## src/rtl/asc_pkg.sv

```systemverilog
// Shared types and constants for the audio sync sample compensator.
// Used by every module in rtl/; depends on nothing.
`timescale 1ns / 1ps

package asc_pkg;

	localparam int TS_W   = 40;
	localparam int MS_W   = 32;
	localparam int FRM_W  = 14;
	localparam int OUT_W  = 14;
	localparam int CFG_W  = 32;
	localparam int RATE_W = 18;
	localparam int DIFF_W = 48;
	localparam int SUM_W  = 56;

	localparam int DEF_MAX_FRAME_SAMPLES = 8192;
	localparam int DEF_MIN_POINTS        = 20;
	localparam int QUEUE_DEPTH           = 2;

	localparam logic [1:0] CFG_TICK_PERIOD   = 2'd0;
	localparam logic [1:0] CFG_AVG_THRESHOLD = 2'd1;
	localparam logic [1:0] CFG_SOURCE_RATE   = 2'd2;

	localparam logic [31:0]       TICK_PERIOD_RST = 32'd95443718;
	localparam logic [31:0]       AVG_THRESH_RST  = 32'd0;
	localparam logic [RATE_W-1:0] SOURCE_RATE_RST = 18'd44100;

	// ms / 1000 as (ms * DIV1000_MAGIC) >> 38, exact over 32 bits
	localparam logic [28:0] DIV1000_MAGIC = 29'd274877907;
	localparam logic [9:0]  MS_PER_S      = 10'd1000;
	// r * 2^32 / 1000 = r * 4294967 + r * 37 / 125
	localparam logic [22:0] FRAC_WHOLE    = 23'd4294967;
	localparam logic [5:0]  FRAC_NUM      = 6'd37;
	// x / 125 as (x * DIV125_MAGIC) >> 24, exact for x < 37000
	localparam logic [17:0] DIV125_MAGIC  = 18'd134218;
	// x / 10 as (x * DIV10_MAGIC) >> 23, exact for x < 2^22
	localparam logic [19:0] DIV10_MAGIC   = 20'd838861;

	localparam logic [62:0]        EXPECTED_LIMIT = 63'h4000_0000_0000_0000;
	localparam logic [DIFF_W-1:0]  SYNC_LIMIT     = 48'd42949673;
	localparam logic signed [16:0] WEIGHT_Q16     = 17'sd52057;
	localparam logic [13:0]        ONE_MINUS_W    = 14'd13479;
	localparam logic [OUT_W-1:0]   OUT_MAX        = 14'd16383;

	typedef struct packed {
		logic [31:0]       tick_period;
		logic [31:0]       avg_threshold;
		logic [RATE_W-1:0] source_rate;
	} cfg_t;

endpackage

```

## src/rtl/asc_fifo.sv

```systemverilog
// Short register queue between the front and back parts.
// Depends on asc_pkg for the default depth.
`timescale 1ns / 1ps

module asc_fifo #(
	parameter int WIDTH = 8,
	parameter int DEPTH = asc_pkg::QUEUE_DEPTH
) (
	input  logic             clk,
	input  logic             arst_n,
	input  logic             push,
	input  logic [WIDTH-1:0] wr_data,
	input  logic             pop,
	output logic [WIDTH-1:0] rd_data,
	output logic             full,
	output logic             empty
);
	import asc_pkg::*;

	localparam int PW = $clog2(DEPTH);
	localparam int CW = $clog2(DEPTH + 1);

	logic [WIDTH-1:0] mem_q [DEPTH];
	logic [PW-1:0]    wr_ptr_q;
	logic [PW-1:0]    rd_ptr_q;
	logic [CW-1:0]    cnt_q;

	assign full    = (cnt_q == CW'(DEPTH));
	assign empty   = (cnt_q == '0);
	assign rd_data = mem_q[rd_ptr_q];

	always_ff @(posedge clk or negedge arst_n) begin
		if (!arst_n) begin
			wr_ptr_q <= '0;
			rd_ptr_q <= '0;
			cnt_q    <= '0;
		end else begin
			if (push) begin
				wr_ptr_q <= (wr_ptr_q == PW'(DEPTH - 1)) ? '0 : wr_ptr_q + 1'b1;
			end
			if (pop) begin
				rd_ptr_q <= (rd_ptr_q == PW'(DEPTH - 1)) ? '0 : rd_ptr_q + 1'b1;
			end
			if (push && !pop) begin
				cnt_q <= cnt_q + 1'b1;
			end else if (pop && !push) begin
				cnt_q <= cnt_q - 1'b1;
			end
		end
	end

	always_ff @(posedge clk) begin
		if (push) begin
			mem_q[wr_ptr_q] <= wr_data;
		end
	end

	a_fifo_level: assert property (@(posedge clk) disable iff (!arst_n)
		cnt_q <= CW'(DEPTH))
		else $error("queue level beyond depth");

	a_fifo_pop: assert property (@(posedge clk) disable iff (!arst_n)
		pop |-> !empty)
		else $error("pop from empty queue");

endmodule

```

## config.mk

```make
export PLATFORM = sky130hd
export DESIGN_NAME = asc_fifo
export DESIGN_NICKNAME = d
export VERILOG_FILES = /design/src/rtl/asc_pkg.sv /design/src/rtl/asc_fifo.sv
export SDC_FILE = /design/constraint.sdc
export NUM_CORES = 1
export LEC_CHECK = 0
export ABC_AREA = 1
export BUFFER_PORTS_ARGS = -buffer_cell sky130_fd_sc_hd__buf_2
export CORE_AREA = 2 2 48 54
export DETAILED_ROUTE_END_ITERATION = 6
export DIE_AREA = 0 0 50 56
export RECOVER_POWER = 25
export REMOVE_ABC_BUFFERS = 1
export SETUP_SLACK_MARGIN = 0.5
export SLEW_MARGIN = 10
export SYNTH_ARGS = -nofsm -noshare
export SYNTH_HDL_FRONTEND = slang
export SYNTH_SLANG_ARGS = --single-unit
```

## constraint.sdc

```tcl
create_clock -name clk -period 1.7 [get_ports clk]
set_clock_uncertainty 0.15 [all_clocks]
set_input_delay 0.425 -clock clk [delete_from_list [all_inputs] [get_ports clk]]
set_output_delay 0.425 -clock clk [all_outputs]
set_load 0.005 [all_outputs]
```

# ---- Yosys cells after proc, flatten, opt, wreduce, memory -nomap -nowiden
# Memory sizes are Yosys's and may differ from the RTL's.
# Index checks and enable logic that the tools add are counted.
dict set report word_totals {
  register_bits 4
  ram_bits 16
  in_bits 12
  output_inout_bits 10
  word_cells 21
  memories 1
}
# name depth width read_ports rd_clocked_by_memory_dff wr line
set mem_list {}
lappend mem_list {mem_q 2 8 1 0 1 asc_fifo.sv:23} ;# logic [WIDTH-1:0] mem_q [DEPTH];
dict set report op_classes {
  addsub 4
  eq_ne 1
  mux 6
  reduce_logical 6
}
# cell count
set op_table {}
lappend op_table {{$mux W1} 4}
lappend op_table {{$mux W2} 2}
lappend op_table {{$add A1 B1 Y1 const B} 2}
lappend op_table {{$add A2 B1 Y2 const B} 1}
lappend op_table {{$eq A2 B2 Y1 const B} 1}
lappend op_table {{$logic_and A1 B1 Y1} 2}
lappend op_table {{$logic_not A1 Y1} 2}
lappend op_table {{$logic_not A2 Y1} 1}
lappend op_table {{$reduce_bool A2 Y1} 1}
lappend op_table {{$sub A2 B1 Y2 const B} 1}

# ---- Logic depth before layout (Yosys ltp)
# Gate-level depths: netlist of run 1.
dict set report depth {
  depth_word 4
  mapped_depth 7
  mapped_depth_nobuf 7
}

# ---- Worst setup path after synthesis of run 1
# Ideal clock, no wire load.
dict set report synth_path {
  path_type {reg2out}
  from {register rd_ptr_q}
  to {output port rd_data[0]}
  arrival_ns 0.790
  required_ns 1.125
  path_slack_ns 0.335
  path_stages_with_launch 3
  n_path_buf 1
  path_cell_list {dfrtp_1 buf_6 mux2_4}
}
dict set report synth_between {
  elab_chain_cells 1
}
# item line
set synth_lines {}
lappend synth_lines {{start, declared} asc_fifo.sv:25} ;# logic [PW-1:0] rd_ptr_q;
lappend synth_lines {{start signal, assigned} asc_fifo.sv:42} ;# rd_ptr_q <= (rd_ptr_q == PW'(DEPTH - 1)) ? '0 : rd_ptr_q + 1'b1;
lappend synth_lines {{$mem_v2 Z2 W8} n/a}
lappend synth_lines {{end, declared} asc_fifo.sv:14} ;# output logic [WIDTH-1:0] rd_data,
# Every way passes these cells.

# ---- Worst setup path in the final report of run 1
dict set report layout_path {
  from {register rd_ptr_q}
  to {output port rd_data[2]}
}
# The elaborated chain is that of the path after synthesis.

==> results of run 1 <==
[cell type report]
| type | instances | area (sq um) | area share, % |
|---|---|---|---|
| clock inverter | 1 | 3.75 | 0.350 |
| clock buffer | 3 | 22.5 | 2.10 |
| sequential | 20 | 582 | 54.3 |
| multi-input combinational | 22 | 203 | 18.9 |
| tap | 30 | 37.5 | 3.50 |
| timing repair buffer | 27 | 198 | 18.4 |
| inverter | 7 | 26.3 | 2.45 |
[cell usage in the layout, fill, tap and decap left out]
master and instances:
sky130_fd_sc_hd__nand3_1 1, sky130_fd_sc_hd__nor2_2 1, sky130_fd_sc_hd__edfxtp_1 16, sky130_fd_sc_hd__xor2_1 2
sky130_fd_sc_hd__ha_1 1, sky130_fd_sc_hd__nor2_1 2, sky130_fd_sc_hd__inv_2 2, sky130_fd_sc_hd__nand4_1 1
sky130_fd_sc_hd__dlygate4sd3_1 1, sky130_fd_sc_hd__mux2_4 8, sky130_fd_sc_hd__xnor2_1 1, sky130_fd_sc_hd__clkbuf_4 3
sky130_fd_sc_hd__buf_2 15, sky130_fd_sc_hd__dfrtp_2 1, sky130_fd_sc_hd__dfrtp_1 3, sky130_fd_sc_hd__nand2_1 5
sky130_fd_sc_hd__inv_1 5, sky130_fd_sc_hd__buf_6 8, sky130_fd_sc_hd__buf_4 3, sky130_fd_sc_hd__clkinv_1 1
[worst paths after layout]
check	start	endpoint	slack (ns)	cells past startpoint
max in group asynchronous	arst_n	rd_ptr_q	0.96	2
setup reg to reg	wr_ptr_q	mem_q[0][2]	0.57	2
setup / recovery	rd_ptr_q	rd_data[2]	-0.14	3
hold / removal	wr_data[6]	mem_q[1][6]	0.17	1
min in group asynchronous	arst_n	cnt_q[1]	0.31	2
hold reg to reg	wr_ptr_q	wr_ptr_q	0.36	1
[power groups by stage]
stage	clock network [W]	registers (W)	logic, W
after CTS	0.000216	0.000726	0.000605
final	0.000211	0.000728	0.000650
after global placement	0	0.000781	0.000419
after floorplan	0	0.000762	0.000279
after detailed placement	0	0.000787	0.000421
after global routing	0.000237	0.000743	0.000701
[metal layers]
metal | track usage (%) | share of wire [%] | vias up
met5 | 0 | 0 | -
met1 | 9.03 | 42 | 213
met2 | 14.8 | 53 | 16
met3 | 2.42 | 5.4 | 0
li1 | - | - | 232
met4 | 3.57 | 0 | 0
[registers in the layout (all words and copies together) (netlist names)]
name,cells
mem_q,16
cnt_q,2
rd_ptr_q,1
wr_ptr_q,1
[cell families (layout without fill, tap and decap cells)]
family	after synthesis	in the layout	share of synthesized area, %
simple gates	10	10	5.05
flops	20	20	70.9
mux	8	8	14.7
buf+inv	8	38	4.59
fa+ha+maj	1	1	1.53
xor+xnor	3	3	3.21
[stage by stage]
step	setup slack (ns)	cell area [sq um]	util [%]	hold WS, ns	total power [W]
floorplan	0.211	807	-	-0.0206	0.00104
global placement	0.00499	957	42.9	0.0889	0.00120
detailed placement	0.00947	957	42.9	0.0871	0.00121
CTS	-0.143	1040	46.9	0.165	0.00155
global route	-0.192	1070	48.1	0.154	0.00168
finish	-0.137	1070	48.1	0.169	0.00159
[what timing repair did]
item | 4_1_cts | 5_1_grt
endpoints found under the hold margin | 4 | 0
pin swaps | 1 | 1
endpoints found under the setup margin | 15 | 10
hold buffers | 1 | 0
gates resized for setup | 8 | 5
buffers inserted | 4 | 0
==> out/results.md, run 1 <==
- **post-layout min period** 1.84 ns
- **maximum number of pins on one net before global-route repair** 12
- **width of the chip** 50 um
- **Synth top cells by count** sky130_fd_sc_hd__edfxtp_1, sky130_fd_sc_hd__mux2_4, sky130_fd_sc_hd__inv_1
- **overall routing resource usage** 8.37%
- **Die Y** 56 um
- **sequential share of power** 45.8%
- **Pins Over Slew Limit** 0
- **Worst path most repeated cell** sky130_fd_sc_hd__buf_6
- **count of flip-flops with a built-in enable after synthesis** 16
- **cells traversed along the worst timing path** buf_6, mux2_4, buf_6
- **Clock Root Buffer** sky130_fd_sc_hd__clkbuf_4
- **portion of the clock cycle consumed by the worst path in the final layout** 108%
- **depth of the CTS H-tree** 1
- **combinational cell fraction of total power** 40.9%
- **FFs w/ async S/R, synth** 20.0%
- **Routed wire per std cell** 10.0 um
- **First DRT Iteration DRCs** 8
- **run status** complete, but fails checks
- **net switching power figure** 0.000431 W
- **PD cells** 1480 mW/mm^2
- **ANT nets after route** 0
- **fraction of layout cells with a size suffix above 1** 51.2%
- **biggest cell delay along the critical path** 0.43 ns
- **Worst EP required** 1.12 ns
- **count of state elements after synthesis** 20
- **internal power** 0.00116 W
- **total routed wirelength** 1.10 mm
- **share of synthesized area occupied by flip-flops and latches** 70.9%
- **Final HPWL DP** 774 um
- **worst-path cell with the longest stage delay** sky130_fd_sc_hd__dfrtp_2
- **cell types with the largest area share after synthesis** sky130_fd_sc_hd__edfxtp_1, sky130_fd_sc_hd__mux2_4, sky130_fd_sc_hd__dfrtp_1, sky130_fd_sc_hd__inv_1, sky130_fd_sc_hd__nand2_1
- **final antenna diode count** 0
- **setup-violating endpoint count in the final report** 8
- **Top FF cell, synth** sky130_fd_sc_hd__edfxtp_1
- **setup repair after global routing missed its margin** yes
- **post-synth top area cell** sky130_fd_sc_hd__edfxtp_1
- **routability congestion estimate** 0.657
- **initial core utilization** 36.7%
- **cell count after placement** 101
- **Synth Instances** 50
- **Area growth, synth to finish** 31.0%
- **smallest setup slack after layout** -0.137 ns
- **IO Pins** 22
- **vias** 461
- **number of clock sinks seen by CTS** 20
- **total buffers and inverters traversed by the critical path** 2
- **clock-pin slew of the registers on the worst-case setup and hold paths** 0.10 ns
- **DRC** 0
- **Static Leak** 0.480 nW
- **endpoint kind of the worst setup timing path** output pin
- **grt ovf** 0
- **global-route wire length before repair** 1.77 mm
- **clock latency on the worst-skew pair** 0.28 ns
- **Post-Layout Cell Count** 110
- **setup_tns** -1.05 ns
- **worst supply voltage drop on vdd** 0.740 mV
- **worst slew slack as a fraction of its limit** 88.4%
- **Worst-Margin Slew** 0.174 ns
- **die area** 0.00280 sq mm
- **yosys synthesis warning count** 0
- **most common cell in the synthesized netlist** sky130_fd_sc_hd__edfxtp_1
- **Mapped Area** 818 sq um
- **Setup Crit Path Kind** reg -> out
- **MaxCap Viol Count** 0
- **cell class contributing the biggest share of worst-path delay** flip-flops
- **hold violation total from the final report** 0
- **maximum fanout along the worst path** 5
- **type of origin of the critical path** flip-flop
- **CTS Buf Count** 3
- **violations in the final reports** setup timing
- **Port Buf Inserts** 21
- **worst hold path type** in -> reg
- **cell row count** 18
- **library cells used by synthesis** 12
- **detailed-router iteration count before antenna repair** 4
- **number of fillers in the final layout** 207
- **largest buffer count on any clock path** 2
- **Synth Area per Inst** 16.4 sq um
- **detailed-route vias per instance** 4.19
- **Fmax** 545 MHz
- **Core Area** 0.00223 sq mm
- **vias in the first global route** 427
- **post-synth top area share** 58.7%
- **final-stage net count** 94
- **Clk network pwr share** 13.3%
- **critical path arrival** 1.26 ns
- **number of antenna violations at the first check in global routing** 0
- **TritonCTS clock tree** yes
- **Switching Fraction** 27.1%
Power figures use the tool's default switching activity.
==> run 2: changes to the inputs <==
CORE_AREA = 2 2 44 50   (was 2 2 48 54)
DIE_AREA = 0 0 46 52   (was 0 0 50 56)
GPL_TIMING_DRIVEN = 0   (was unset)
PLACE_DENSITY = 0.68   (was unset)
clock period = 2.2 ns   (was 1.7 ns; I/O delays follow)
==> out/results.md, run 2 (synthesis gave the netlist of run 1 again) <==
- **most frequent cells in the layout** sky130_fd_sc_hd__edfxtp_1, sky130_fd_sc_hd__buf_2, sky130_fd_sc_hd__buf_6, sky130_fd_sc_hd__mux2_4, sky130_fd_sc_hd__inv_1
- **flip-flop count of the largest register, all copies and words added** 16
- **run status** finished clean
- **setup_tns** 0 ns
- **critical path arrival** 1.27 ns
- **worst supply voltage drop on vdd** 0.581 mV
- **number of clock sinks seen by CTS** 20
- **global-route wire length before repair** 1.82 mm
- **Worst EP required** 1.50 ns
- **Worst-Margin Slew** 0.688 ns
- **type of origin of the critical path** flip-flop
- **R2R cell count** 1
- **total routed wirelength** 1.16 mm
- **PD cells** 1170 mW/mm^2
- **Worst path most repeated cell** sky130_fd_sc_hd__buf_6
- **DRC** 0
- **First DRT Iteration DRCs** 5
- **worst-path cell with the longest stage delay** sky130_fd_sc_hd__dfrtp_2
- **commonest non-fill, non-tap cell in the layout** sky130_fd_sc_hd__edfxtp_1
- **fraction of layout cells with a size suffix above 1** 46.2%
- **Static Leak** 0.470 nW
- **Hold Path Depth** 2
- **grt ovf** 0
- **smallest setup slack after layout** 0.229 ns
- **total buffers and inverters traversed by the critical path** 2
- **TritonCTS clock tree** yes
- **setup repair after global routing missed its margin** yes
- **worst slew slack as a fraction of its limit** 54.0%
- **cell row count** 17
- **worst slack, placed** 0.369 ns
- **depth of the CTS H-tree** 1
- **detailed-route vias per instance** 4.72
- **Non-Filler Cell Area, Final** 0.00105 sq mm
- **cells traversed along the worst timing path** buf_6, mux2_4, buf_6
- **worst hold path type** in -> reg
- **portion of the clock cycle consumed by the worst path in the final layout** 89.6%
- **register ranked first by flip-flop count** mem_q
- **vias** 458
- **MaxCap Viol Count** 0
- **Pins Over Slew Limit** 0
- **routability congestion estimate** 0.682
- **number of fillers in the final layout** 169
- **initial core utilization** 42.7%
- **Die Y** 52 um
- **endpoint kind of the worst setup timing path** output pin
- **clock-pin slew of the registers on the worst-case setup and hold paths** 0.10 ns
- **Placed Area** 936 sq um
- **Setup Crit Path Kind** reg -> out
- **Core Area** 0.00191 sq mm
- **width of the chip** 46 um
- **overall routing resource usage** 10.9%
- **maximum fanout along the worst path** 5
- **cell class contributing the biggest share of worst-path delay** flip-flops
- **number of cells on the critical path** 3
- **maximum number of pins on one net before global-route repair** 12
- **final-stage net count** 92
- **detailed-router iteration count before antenna repair** 4
- **setup-violating endpoint count in the final report** 0
- **final antenna diode count** 0
- **Routed wire per std cell** 12.0 um
- **largest registers in the final layout** mem_q x16, cnt_q x2
- **Fmax** 507 MHz
- **die area** 0.00239 sq mm
- **biggest cell delay along the critical path** 0.43 ns
- **ANT nets after route** 0
- **Clock Root Buffer** sky130_fd_sc_hd__clkbuf_4
- **clock latency on the worst-skew pair** 0.29 ns
- **vias in the first global route** 427
- **CTS Buf Count** 3
- **largest buffer count on any clock path** 2
- **hold violation total from the final report** 0
- **post-layout min period** 1.97 ns
- **Area growth, synth to finish** 28.6%
- **Port Buf Inserts** 21
- **number of antenna violations at the first check in global routing** 0
- **IO Pins** 22
## run 2: path summary, 6_finish.rpt
path	endpoint	startpoint	slack (ns)
setup / recovery	rd_data[3]	rd_ptr_q	0.23
hold / removal	rd_ptr_q	pop	0.29
setup reg to reg	mem_q[0][5]	wr_ptr_q	0.73
hold reg to reg	wr_ptr_q	wr_ptr_q	0.35
max in group asynchronous	rd_ptr_q	arst_n	1.34
min in group asynchronous	cnt_q[0]	arst_n	0.43
## run 2: layout make-up
class / count / area, sq um / area share [%]
Multi-Input combinational cell: 22 / 200 / 19.0
Clock buffer: 3 / 22.5 / 2.14
Clock inverter: 1 / 3.75 / 0.357
Sequential cell: 20 / 583 / 55.4
Tap cell: 19 / 23.8 / 2.26
Timing Repair Buffer: 25 / 193 / 18.3
Inverter: 7 / 26.3 / 2.50
## run 2: where the power goes
part | switching [W] | internal (W) | total [W]
sequential | 0.0000520 | 0.000518 | 0.000570
combinational | 0.000185 | 0.000311 | 0.000496
clock | 0.000104 | 0.0000660 | 0.000170
## run 2: timing repair
action,4_1_cts,5_1_grt
endpoints found under the setup margin,8,10
hold buffers,1,0
hold endpoints to repair,4,0
setup buffers,3,0
resized for setup,7,7
pin swaps,0,0
## run 2: per-layer routing
layer  global-route usage [%]  vias up  routed length, um
li1                         -      227                  -
met1                     12.9      211                493
met2                     18.3       18                588
met3                     3.13        2                 66
met4                     4.29        0                 14
met5                        0        -                  0
## run 2: metrics by stage
step / cells / total power, W / utilization, % / hold slack [ns]
after global routing: 97 / 0.00131 / 55.0 / 0.273
after detailed placement: 89 / 0.000931 / 48.9 / 0.213
after floorplan: 49 / 0.000804 / - / 0.104
after global placement: 89 / 0.000919 / 48.9 / 0.212
after CTS: 97 / 0.00119 / 53.4 / 0.280
final: 97 / 0.00124 / 55.0 / 0.292
